[config.mk]
export PLATFORM = sky130hd
export DESIGN_NAME = dfog_lin_div
export DESIGN_NICKNAME = d
export VERILOG_FILES = /design/src/hdl/dfog_pkg.sv /design/src/hdl/dfog_lin_div.sv
export SDC_FILE = /design/constraint.sdc
export NUM_CORES = 2
export LEC_CHECK = 0
export BUFFER_PORTS_ARGS = -buffer_cell sky130_fd_sc_hd__buf_2
export CAP_MARGIN = 20
export CORE_MARGIN = 2
export CORE_UTILIZATION = 40
export CTS_CLUSTER_DIAMETER = 60
export DETAILED_ROUTE_END_ITERATION = 6
export SLEW_MARGIN = 15
export SYNTH_ARGS = -nofsm -noshare
export SYNTH_HDL_FRONTEND = slang
export SYNTH_SLANG_ARGS = --single-unit
[constraint.sdc]
create_clock -name i_clk -period 2.84 [get_ports i_clk]
set_input_delay 0.426 -clock i_clk [delete_from_list [all_inputs] [get_ports i_clk]]
set_output_delay 0.426 -clock i_clk [all_outputs]
set_load 0.02 [all_outputs]
[src/hdl/dfog_pkg.sv]
package dfog_pkg;

    localparam int DIST_W   = 24;
    localparam int CFG_W    = 24;
    localparam int ARG_FRAC = 24;
    localparam int PROD_W   = 48;

    // ln 2 in Q.32
    localparam logic [31:0] LN2_Q32 = 32'd2977044472;
    localparam int TAYLOR_TERMS = 12;

    localparam logic [2:0] REG_MODE    = 3'd0;
    localparam logic [2:0] REG_START   = 3'd1;
    localparam logic [2:0] REG_END     = 3'd2;
    localparam logic [2:0] REG_DENSITY = 3'd3;
    localparam logic [2:0] REG_COLOUR  = 3'd4;

    typedef enum logic [1:0] {
        MODE_NONE   = 2'd0,
        MODE_LINEAR = 2'd1,
        MODE_EXP    = 2'd2,
        MODE_EXP2   = 2'd3
    } t_fog_mode;

    // where the final factor comes from
    typedef enum logic [1:0] {
        FK_ONE  = 2'd0,
        FK_ZERO = 2'd1,
        FK_LIN  = 2'd2,
        FK_EXP  = 2'd3
    } t_fkind;

    typedef struct packed {
        t_fkind kind;
        logic   sq;
    } t_fctl;

endpackage

[src/hdl/dfog_lin_div.sv]
module dfog_lin_div
    import dfog_pkg::*;
#(
    parameter int FRAC = 15,
    parameter int SW   = 1,
    localparam int NW  = DIST_W + FRAC + 1
) (
    input  logic              i_clk,
    input  logic              i_rst_n,
    input  logic              i_en,
    input  logic              i_vld,
    input  logic [NW-1:0]     i_num,
    input  logic [DIST_W-1:0] i_den,
    input  logic [SW-1:0]     i_side,
    output logic              o_vld,
    output logic [FRAC:0]     o_quo,
    output logic [SW-1:0]     o_side
);

    localparam int NS = FRAC + 1;
    localparam int RW = DIST_W + 1;

    logic              r_vld  [NS];
    logic [DIST_W-1:0] r_rem  [NS];
    logic [FRAC:0]     r_quo  [NS];
    logic [NW-1:0]     r_num  [NS];
    logic [DIST_W-1:0] r_den  [NS];
    logic [SW-1:0]     r_side [NS];

    // restoring division, one quotient bit per stage, MSB first
    for (genvar k = 0; k < NS; k++) begin : g_stage
        logic              vld_in;
        logic [DIST_W-1:0] rem_in;
        logic [FRAC:0]     quo_in;
        logic [NW-1:0]     num_in;
        logic [DIST_W-1:0] den_in;
        logic [SW-1:0]     side_in;
        logic [RW-1:0]     trial;
        logic [RW-1:0]     diff;
        logic              take;

        if (k == 0) begin : g_first
            assign vld_in  = i_vld;
            assign rem_in  = i_num[NW-1 -: DIST_W];
            assign quo_in  = '0;
            assign num_in  = i_num;
            assign den_in  = i_den;
            assign side_in = i_side;
        end else begin : g_next
            assign vld_in  = r_vld[k-1];
            assign rem_in  = r_rem[k-1];
            assign quo_in  = r_quo[k-1];
            assign num_in  = r_num[k-1];
            assign den_in  = r_den[k-1];
            assign side_in = r_side[k-1];
        end

        assign trial = {rem_in, num_in[FRAC-k]};
        assign diff  = trial - {1'b0, den_in};
        assign take  = trial >= {1'b0, den_in};

        always_ff @(posedge i_clk) begin
            if (!i_rst_n) begin
                r_vld[k] <= 1'b0;
            end else if (i_en) begin
                r_vld[k] <= vld_in;
            end
        end

        always_ff @(posedge i_clk) begin
            if (i_en) begin
                r_rem[k]  <= take ? diff[DIST_W-1:0] : trial[DIST_W-1:0];
                r_quo[k]  <= {quo_in[FRAC-1:0], take};
                r_num[k]  <= num_in;
                r_den[k]  <= den_in;
                r_side[k] <= side_in;
            end
        end
    end

    assign o_vld  = r_vld[NS-1];
    assign o_quo  = r_quo[NS-1];
    assign o_side = r_side[NS-1];

endmodule

# Yosys cells after proc, flatten, opt, wreduce, memory -nomap -nowiden
# Memory sizes are Yosys's and may differ from the RTL's.
# Index checks and enable logic that the tools add are counted.
# word_totals
reg_bits	0
ramBits	1696
inputBits	69
out_inout_bits	18
elab_cells	91
n_memories	6
# memory_table
name	words	word_bits	rd	rd_clocked_by_memory_dff	write_ports	line	source
r_num	16	40	15	0	16	dfog_lin_div.sv:26	logic [NW-1:0] r_num [NS];
r_den	16	24	15	0	16	dfog_lin_div.sv:27	logic [DIST_W-1:0] r_den [NS];
r_rem	16	24	15	0	16	dfog_lin_div.sv:24	logic [DIST_W-1:0] r_rem [NS];
r_quo	16	16	16	0	16	dfog_lin_div.sv:25	logic [FRAC:0] r_quo [NS];
r_side	16	1	16	0	16	dfog_lin_div.sv:28	logic [SW-1:0] r_side [NS];
r_vld	16	1	16	0	16	dfog_lin_div.sv:23	logic r_vld [NS];
# classes
add_sub_neg	16
magnitude_cmp	16
n_mux	37
bitwise	16
# op_table
op	count
$ge 25x24->1	16
$mux 24	16
$sub 24x24->24	16
$mux 1	21
$or 1x1->1	16

# Depth between registers and ports, before layout
# depth
ltp_word	4
mapped_depth	15
mapped_depth_nobuf	13

# Worst setup path after synthesis
# Ideal clock, no wire load.
# synth_timing
kind	reg-to-reg
startpoint	mem r_den[3][1]
endpoint	mem r_rem[4][10], data pin
setup_time_ns	0.260
t_arrival_ns	2.893
required_ns	2.580
slack_ns	-0.314
stages_incl_launch_ff	15
path_buffers	2
cell_sequence	edfxtp_1 -> inv_1 -> ha_1 -> nor2b_1 -> o31a_1 -> or3_1 -> a21oi_2 -> o21a_2 -> o21ai_2 -> o21ai_1 -> o211ai_1 -> a211o_1 -> buf_6 -> buf_6 -> mux2_4
# synth_rtl
item	line
from (decl)	dfog_lin_div.sv:27
to (decl)	dfog_lin_div.sv:24

==> out/qor.txt <==
Setup crit end kind: register
DP Wirelength: 91.68 mm
hold path cells: 2
Post-route DRC: 0
clock sinks: 1008
WL/cell: 17.36 um
Hold Crit Start: i_rst_n
via count: 38.35k
Top delay family on crit path: compound AO/OA/AOI/OAI gates
max-slew violation count: 0
Synth Cell Area: 0.05331 sq mm
Seq pwr share: 28.0%
CTS Buf Count: 119
clk_skew: 25.05 ps
worst-case clock buffer depth: 3
Worst Hold Path EP: r_vld[4][0]
Async SR Flop Fraction: 0%
leading area contributor after synthesis: edfxtp_1
DR vias/cell: 5.033
final-report hold violation count: 0
Slew @ Worst Pin: 752.5 ps
crit path cell chain: ha_1, nor2b_4, o21ai_2, a21boi_2, o31ai_1, buf_4, a311oi_4, a31oi_2, o31a_1, o2111a_2, o31ai_4, buf_12, clkbuf_16, mux2_2
Detail Route Antenna Nets: 0
Clock Tree Root: clkbuf_16
Leak Pwr: 0.03175 uW
critical path type: reg -> reg
Worst VDD drop: 0.0006135 V
total wire length: 132.3 mm
Max Cap Viol: 0
violated checks: setup timing
TritonCTS clock tree: done
chip height: 369.1 um
DRT iter0 DRCs: 1874
worst stage delay on the critical path: 400 ps
top cells by area, synth: edfxtp_1 (57%), ha_1 (9.0%), mux2_2 (3.4%)
worst skew pair latency: 730 ps
NetSw: 29260 uW
Worst path slowest cell: edfxtp_1
setup TNS: -74570 ps
gpl congestion: 0.9182
Synth Flop Type: edfxtp_1
CP Launch Type: register
share of layout cells above drive strength 1: 38.73%
Internal Power: 55880 uW
fin util: 56.51%
GRT Total Usage: 18.52%
final worst setup slack: -499.8 ps
remaining global-route overflow: 0
PortBufs: 86
combinational group share of total power: 52.7%
vias in the first global route: 39.03k
Worst Reg2Reg Path Length in Cells: 14
type of the most critical hold path: in -> reg
RR Startpoint: r_rem[1][0]
Seq/Total Area, Yosys: 56.76%
crit path buf inv count: 3
post-synthesis average cell area: 12.12 sq um
status: finished, violations left
RSZ-0062 raised after global routing: yes
reg-to-reg slack, setup: -500 ps
Netlist cell types: 83
CORE AREA: 0.1318 sq mm
io pins: 87
synth warn: 0
post-route cell area: 0.07448 sq mm
TritonRoute pass-1 iters: 6
initial antenna violation count: 2
num rows: 133
EDFF count, synth: 1007
Final min period: 3340 ps
area grow syn2layout: 39.72%
die area: 0.1362 sq mm
fin crit share: 117.6%
htree depth: 3
placed standard-cell area: 0.06349 sq mm
reg2reg end: r_rem[2][13]
WP data arrival: 3820 ps
relative slew slack: 49.83%
count leader, synth: edfxtp_1
Post-Synthesis Cells: 4398
first-pass GRT wire length: 201.2 mm
WP data required: 3320 ps
Worst-path clk slew: 60 ps
Final Setup Violations: 296
fmax: 299.4 MHz
post-layout net count: 6226
post-placement cell count: 7117
Initial Util: 40.45%
Finished Layout Cells: 7619
Clk pwr share: 19.3%
Synthesized Nets: 4866
maximum number of pins on one net before global-route repair: 124
Die W: 369.1 um
post-synth top area share: 56.73%
switching portion of total power: 34.37%
diode count: 0
Pwr Density: 1143 mW/mm^2
most frequent cells after synthesis: edfxtp_1 (1007), inv_1 (465), ha_1 (384)
synthesized flop and latch total: 1008
crit-path max FO: 10
[placed cells by master, fill, tap and decap left out, types with 106 or more instances in the layout]
cell and count:
nand2_1 187, xnor2_1 182, clkbuf_16 135, buf_4 1034, ha_1 309, a21oi_1 224, edfxtp_1 1007, mux2_4 108
o21ai_0 148, a21o_1 162, inv_1 425, xor2_1 106, nor2_1 196
[cells by family after synthesis]
group	count (synthesis)	share of synthesized area, %
AO/OA/AOI/OAI	1068	12.71
flip-flops	1008	56.76
AND/OR/NAND/NOR	887	7.891
buffers and inverters	548	4.023
adder cells (fa/ha/maj)	399	9.577
XOR/XNOR	291	4.781
multiplexers	197	4.251
[worst max path at each step]
stage | start | to | slack (ps) | depth (start not counted)
after global placement | r_num[10][4] | r_rem[11][22] | -650 | 12
after global routing | r_rem[1][0] | r_rem[2][13] | -590 | 14
after detailed placement | r_num[11][3] | r_rem[12][18] | -670 | 14
after CTS | r_rem[1][0] | r_rem[2][3] | -470 | 13
final | r_rem[1][0] | r_rem[2][13] | -500 | 14
after floorplan | r_den[1][1] | r_rem[2][16] | -290 | 13
[registers in the layout (all words and copies together) (netlist names)]
signal,flops
r_den,360
r_rem,360
r_quo,136
r_num,120
r_side,16
r_vld,16
[worst register-to-register path, stage by stage (launching register included)]
cell       delay (ps)
edfxtp_1          400
ha_1              330
nor2b_4           150
o21ai_2            70
a21boi_2          150
o31ai_1            80
buf_4             160
a311oi_4          270
a31oi_2           150
o31a_1            150
o2111a_2          290
o31ai_4           220
buf_12            170
clkbuf_16         180
mux2_2            340
[power by group through the flow]
stage                     sequential (uW)  clock [uW]  combinational, uW
final                               23800       16400              44900
after global routing                24200       17500              48600
after CTS                           23700       16900              39600
after detailed placement            23800           0              33700
after global placement              23800           0              33300
after floorplan                     22900           0              21800
[per-layer routing]
layer	vias up	GRT usage [%]	wire (um)
met5	-	0	8
met4	2	8.203	5688
met1	18611	19.56	49110
met3	283	2.219	3300
li1	18932	-	-
met2	520	36.31	74180
[metrics by stage]
step | total power, uW | hold slack [ps] | setup slack, ps
finish | 85150 | 102.9 | -499.8
detailed placement | 57580 | 404.5 | -666.2
global route | 90190 | 88.09 | -586.0
CTS | 80170 | 35.15 | -473.6
global placement | 57060 | 400.3 | -649.7
floorplan | 44660 | 400.3 | -289.2
[timing repair]
| action | 4_1_cts | 5_1_grt |
|---|---|---|
| endpoints found under the setup margin | 350 | 372 |
| endpoints found under the hold margin | 46 | 0 |
| setup buffers | 105 | 127 |
| pin swaps | 160 | 250 |
| gates cloned | 20 | 16 |
| resized for setup | 501 | 543 |
| hold buffers | 46 | 0 |
[cell type report]
cell class / instances / area [sq um]
sequential: 1008 / 30260
fill: 10769 / 57320
tap: 1755 / 2196
clock buffer: 132 / 3142
clock inverter: 95 / 1177
inverter: 466 / 1765
timing repair buffer: 1319 / 11220
multi-input combinational: 2844 / 24720
(Power assumes the default switching activity.)
