$ cat config.mk
export PLATFORM = sky130hd
export DESIGN_NAME = dfog_mix
export DESIGN_NICKNAME = d
export VERILOG_FILES = /design/src/hdl/dfog_pkg.sv /design/src/hdl/dfog_mix.sv
export SDC_FILE = /design/constraint.sdc
export NUM_CORES = 2
export LEC_CHECK = 0
export BUFFER_PORTS_ARGS = -buffer_cell sky130_fd_sc_hd__buf_2
export CAP_MARGIN = 20
export CORE_MARGIN = 2
export CORE_UTILIZATION = 45
export DETAILED_ROUTE_END_ITERATION = 12
export PLACE_DENSITY = 0.7
export SYNTH_ARGS = -nofsm -noshare
export SYNTH_HDL_FRONTEND = slang
export SYNTH_SLANG_ARGS = --single-unit
$ cat constraint.sdc
create_clock -name i_clk -period 4.6 [get_ports i_clk]
set_input_delay 0.46 -clock i_clk [delete_from_list [all_inputs] [get_ports i_clk]]
set_output_delay 0.46 -clock i_clk [all_outputs]
set_load 0.02 [all_outputs]
$ cat src/hdl/dfog_pkg.sv
package dfog_pkg;

    localparam int DIST_W   = 24;
    localparam int CFG_W    = 24;
    localparam int ARG_FRAC = 24;
    localparam int PROD_W   = 48;

    // ln 2 in Q.32
    localparam logic [31:0] LN2_Q32 = 32'd2977044472;
    localparam int TAYLOR_TERMS = 12;

    localparam logic [2:0] REG_MODE    = 3'd0;
    localparam logic [2:0] REG_START   = 3'd1;
    localparam logic [2:0] REG_END     = 3'd2;
    localparam logic [2:0] REG_DENSITY = 3'd3;
    localparam logic [2:0] REG_COLOUR  = 3'd4;

    typedef enum logic [1:0] {
        MODE_NONE   = 2'd0,
        MODE_LINEAR = 2'd1,
        MODE_EXP    = 2'd2,
        MODE_EXP2   = 2'd3
    } t_fog_mode;

    // where the final factor comes from
    typedef enum logic [1:0] {
        FK_ONE  = 2'd0,
        FK_ZERO = 2'd1,
        FK_LIN  = 2'd2,
        FK_EXP  = 2'd3
    } t_fkind;

    typedef struct packed {
        t_fkind kind;
        logic   sq;
    } t_fctl;

endpackage

$ cat src/hdl/dfog_mix.sv
module dfog_mix
    import dfog_pkg::*;
#(
    parameter int CB     = 8,
    parameter int FRAC   = 15,
    localparam int RGB_W = 3 * CB
) (
    input  logic             i_clk,
    input  logic             i_rst_n,
    input  logic             i_en,
    input  logic             i_vld,
    input  t_fkind           i_kind,
    input  logic [FRAC:0]    i_quo,
    input  logic [FRAC:0]    i_fexp,
    input  logic [RGB_W-1:0] i_fog,
    input  logic [RGB_W-1:0] i_surf,
    output logic             o_vld,
    output logic [RGB_W-1:0] o_rgb,
    output logic [FRAC:0]    o_vis
);

    localparam int PW = CB + FRAC + 1;
    localparam logic [FRAC:0] ONE  = {1'b1, {FRAC{1'b0}}};
    localparam logic [PW:0]   HALF = (PW + 1)'(1) << (FRAC - 1);

    logic             r1_vld;
    logic             r2_vld;
    logic             r3_vld;
    logic [FRAC:0]    n1_f;
    logic [FRAC:0]    r1_f;
    logic [FRAC:0]    r1_g;
    logic [RGB_W-1:0] r1_fog;
    logic [RGB_W-1:0] r1_surf;
    logic [FRAC:0]    r2_f;
    logic [FRAC:0]    r3_f;
    logic [PW-1:0]    r2_pf [3];
    logic [PW-1:0]    r2_ps [3];
    logic [RGB_W-1:0] r3_rgb;

    always_comb begin
        case (i_kind)
            FK_ONE:  n1_f = ONE;
            FK_ZERO: n1_f = '0;
            FK_LIN:  n1_f = i_quo;
            FK_EXP:  n1_f = i_fexp;
            default: n1_f = ONE;
        endcase
    end

    always_ff @(posedge i_clk) begin
        if (!i_rst_n) begin
            r1_vld <= 1'b0;
            r2_vld <= 1'b0;
            r3_vld <= 1'b0;
        end else if (i_en) begin
            r1_vld <= i_vld;
            r2_vld <= r1_vld;
            r3_vld <= r2_vld;
        end
    end

    always_ff @(posedge i_clk) begin
        if (i_en) begin
            r1_f    <= n1_f;
            r1_g    <= ONE - n1_f;
            r1_fog  <= i_fog;
            r1_surf <= i_surf;
            r2_f    <= r1_f;
            r3_f    <= r2_f;
        end
    end

    // lane 0 is red; fog colour holds red in its top bits
    for (genvar l = 0; l < 3; l++) begin : g_lane
        logic [PW:0] sum;

        assign sum = (PW + 1)'(r2_pf[l]) + (PW + 1)'(r2_ps[l]) + HALF;

        always_ff @(posedge i_clk) begin
            if (i_en) begin
                r2_pf[l] <= PW'(r1_fog[(2 - l) * CB +: CB]) * PW'(r1_g);
                r2_ps[l] <= PW'(r1_surf[l * CB +: CB]) * PW'(r1_f);
                r3_rgb[l * CB +: CB] <= sum[FRAC +: CB];
            end
        end
    end

    assign o_vld = r3_vld;
    assign o_rgb = r3_rgb;
    assign o_vis = r3_f;

endmodule

* Yosys cells after proc, flatten, opt, wreduce, memory -nomap -nowiden *
Memories as Yosys holds them, arrays and structs flattened.
Cells that the tools add are included.

word-level totals
  memory bits (writable) = 144
  memories kept = 2
  register bits = 139
  input bits = 86
  output and inout port bits = 41
  word-level logic and storage cells = 34

memory list
  name   words  width  rd ports  clocked after Yosys merged registers in  wr ports  line            source
  r2_pf  3      24     3         0                                        3         dfog_mix.sv:36  logic [PW-1:0] r2_pf [3];
  r2_ps  3      24     3         0                                        3         dfog_mix.sv:37  logic [PW-1:0] r2_ps [3];

cells by class
  reductions and logical operators = 1
  $mul = 6
  multiplexer cells = 3
  eq/ne operators = 3
  add/subtract/negate cells = 7

operators by type and width
  operator                  count
  $mul A8 B16 Y24           6
  $add A23 B15 Y23 const B  3
  $add A23 B23 Y23          3
  $pmux W16 S4              1
  $sub A16 B16 Y16 const A  1
  $eq A2 B2 Y1 const B      2
  $eq A2 B1 Y1 const B      1
  $logic_not A2 Y1          1
  $mux W1                   2

* Logic depth before layout (Yosys ltp) *
  depth after elaboration = 3
  gate-level depth with buffers = 19
  gate-level depth less buffers = 17

* Worst setup path after synthesis *
Ideal clock, no wire load.

  path type = register -> register
  from = register r1_f[0]
  to = memory r2_ps[0][45] in the netlist's numbering (data pin)
  stages on the path, launching flop included = 18
  data required time = 4,340 ps
  setup time = 260 ps
  clock period less this slack = 4,771 ps
  path buffers = 2
  path slack = -171 ps
  arrival time = 4,510 ps
  cell sequence = edfxtp_1 clkbuf_1 clkbuf_1 nand2_1 fa_1 fa_1 inv_1 fa_1 inv_1 fa_1 inv_1 ha_1 or4_4 o21ba_1 o31ai_4 a21oi_2 a311oi_2 xnor2_1

RTL lines
  item                      line            source
  start: declaration        dfog_mix.sv:30  logic [FRAC:0] r1_f;
  start signal: assignment  dfog_mix.sv:64  r1_f <= n1_f;
  end: declaration          dfog_mix.sv:37

==> results.py <==
metrics = {
    "floorplan": {
        "coreArea_mm2": 0.0789,
        "die_y_um": 286,
        "floorplan.initialDensity_pct": 45.4,
        "ios": 127,
        "die_area_mm2": 0.0818,
        "die_w_um": 286,
        "row_count": 103,
    },
    "routing": {
        "routed_wirelength_um": 91100,
        "drc_errors": 0,
        "vias_per_cell": 5.17,
        "num_vias": 26300,
        "post_drt_wl_per_cell_um": 17.9,
        "drt_iter0_drc": 1737,
        "antenna_left": 0,
        "first_pass_iters": 5,
    },
    "sta": {
        "hold_viol": 0,
        "fmax_mhz": 212,
        "relSlewSlack_pct": 28.6,
        "tightest_slew_ps": 1060,
        "post-route-worst-setup-slack_ps": -125,
        "min_period_over_period_pct": 103,
        "setup_violations": 20,
        "skew_ps": 35.6,
        "fin_crit_ps": 4730,
        "maxSlewViolCount": 0,
        "rsz0062_at_grt": "true",
    },
    "yosys": {
        "synth_cells": 3519,
        "syn-num-nets": 4479,
        "synth_top_area_share_pct": 27.9,
        "synthArstFlopShare_pct": 0,
        "ys_seq_area_share_pct": 23.1,
        "synth_edf_count": 273,
        "yosys_warnings": 0,
        "yosys_most_used_dff": "edfxtp_1",
        "synthTopCellsByArea": "fa_1 (28%), edfxtp_1 (23%), ha_1 (13%)",
        "synth_top_area_cell": "fa_1",
        "yosysUniqueCellTypes": 76,
        "synthesis.area_mm2": 0.0358,
        "avgSynthCellArea_um2": 10.2,
        "synth_common_cells": "and2_1 (619), inv_1 (590), fa_1 (498), ha_1 (376), edfxtp_1 (273)",
        "synth_most_common_cell": "and2_1",
        "ys_ff_latch": 276,
    },
    "global_routing": {
        "grt_pass1_vias": 27600,
        "gr-usage-met2_pct": 38.6,
        "grt_util_all_layers_pct": 22.4,
        "grt-busiest-layer": "met2",
        "grt_overflow": 0,
        "antenna_found_initial": 2,
        "met3_usage_pct": 2.93,
        "grt_max_degree": 114,
        "met1_usage_pct": 29.7,
        "grt_pass1_wl_um": 146000,
    },
    "cts": {
        "path_clk_slew_ps": 60,
        "clock_sinks": 276,
        "cts_buffer_depth": 3,
        "cts_root_buffer": "clkbuf_16",
        "cts_buffers": 37,
        "clock_latency_ps": 570,
        "cts_tree": "yes",
        "h-tree-depth": 2,
    },
    "setup_path": {
        "critPathMaxStageDelay_ps": 560,
        "crit_arrival_ps": 5030,
        "path_max_fanout": 7,
        "crit_slowest_cell": "or4_4",
        "crit_path_end_kind": "register",
        "worst_ep_required_time_ps": 4900,
        "crit_chain": "nand2_1 -> fa_1 -> fa_1 -> inv_1 -> fa_1 -> inv_1 -> fa_1 -> inv_1 -> ha_2 -> or4_4 -> o21ba_4 -> o31ai_4 -> a21oi_4 -> a311oi_2 -> xnor2_1",
        "critPathLaunchType": "register",
        "crit_top_cell": "fa_1",
        "crit_type": "reg2reg",
    },
    "finish": {
        "nets": 4961,
        "layout-drive-gt1-share_pct": 21.7,
        "area_growth_pct": 21.8,
        "antenna_cells": 0,
        "fin_cells": 5077,
    },
    "placement": {
        "gp_congestion": 0.890,
        "place_ws_ps": -278,
        "portBuffers": 126,
        "dpl.hpwl_um": 69500,
        "dp.cells": 4925,
    },
    "outcome": {
        "violations": "negative setup slack",
        "status": "complete, but fails checks",
    },
    "flow_run": {
        "drv_cap": 0,
    },
    "worst_hold_path": {
        "hp-class": "in2reg",
    },
}
[placed cells by master (no fill, tap or decap), drive strengths merged, types with 20 or more instances in the layout]
master,Yosys,layout
xor2,35,35
and2,619,619
xnor2,107,107
o211ai,21,21
nand2,230,230
clkbuf,123,46
nor3,29,29
edfxtp,273,273
o21ai,64,64
nand3,24,24
ha,376,376
inv,590,590
a21o,39,39
buf,4,567
nor2,95,95
nor2b,28,28
and3,20,20
o21a,27,27
fa,498,498
a21oi,102,102
[flip-flops by register name, summed over array words and instances, names as in the netlist]
register and cells:
o_vld 1, r2_pf 69, r1_vld 1, o_vis 16
r2_vld 1, r2_ps 69, r1_g 15, r1_fog 24
r2_f 16, r1_f 16, r1_surf 24, o_rgb 24
[timing repair]
| item | in CTS | in global routing |
|---|---|---|
| pin swaps | 69 | 142 |
| hold buffers | 0 | 0 |
| setup buffers | 54 | 38 |
| endpoints found under the setup margin | 49 | 59 |
| gates resized for setup | 126 | 212 |
| gates cloned | 2 | 1 |
[worst paths after layout]
path,startpoint,to,slack [ps],depth (start not counted)
min reg2reg,r2_f[11]$_DFFE_PP_,o_vis[11]$_DFFE_PP_,420,0
min,i_fog[7],r1_fog[7]$_DFFE_PP_,60,1
max reg2reg,r1_surf[10]$_DFFE_PP_,r2_ps[0][45]$_DFFE_PP_,-130,15
max,r1_surf[10]$_DFFE_PP_,r2_ps[0][45]$_DFFE_PP_,-130,15
[critical path: cells and delay by family (launching register included)]
kind | cells | cell delay (ps)
DFF | 1 | 520
AOI/OAI and AO/OA | 4 | 820
adders and majority gates | 5 | 2190
buffers and inverters | 3 | 140
xor gates and xnor gates | 1 | 90
and+or+nand+nor | 2 | 690
[layout make-up]
type / count / area, um^2
Clock buffer: 44 / 973
Clock inverter: 21 / 258
Fill cell: 6775 / 35300
Inverter: 590 / 2220
Multi-Input combinational cell: 2526 / 26100
Sequential cell: 276 / 8260
Tap cell: 1050 / 1310
Timing Repair Buffer: 570 / 4430
[cells by family after synthesis]
kind of cell	count (synthesis)	share of synthesized area [%]
buf+inv	717	7.53
fa+ha+maj	874	41.0
simple gates	1110	17.1
xor+xnor	142	3.48
flops	276	23.1
mux	27	0.787
compound gates	373	7.01
[routing by layer]
layer / vias to the layer above / share of wire, %
li1: 12300 / -
met1: 13200 / 42
met2: 623 / 50
met3: 129 / 5.3
met4: 2 / 2.6
met5: - / 0.014
[metrics by stage]
step	TNS (ps)	utilization (%)	area [um^2]	hold slack [ps]
after floorplan	-26.8	-	35800	400
after global placement	-2870	50.9	40200	402
after detailed placement	-4630	50.9	40200	405
after CTS	-687	53.7	42400	28.0
after global routing	-6380	55.3	43600	39.6
final	-1270	55.3	43600	64.8
Power is not shown: default switching activity piles up to over one toggle a cycle in this logic, so the estimate is an artifact.
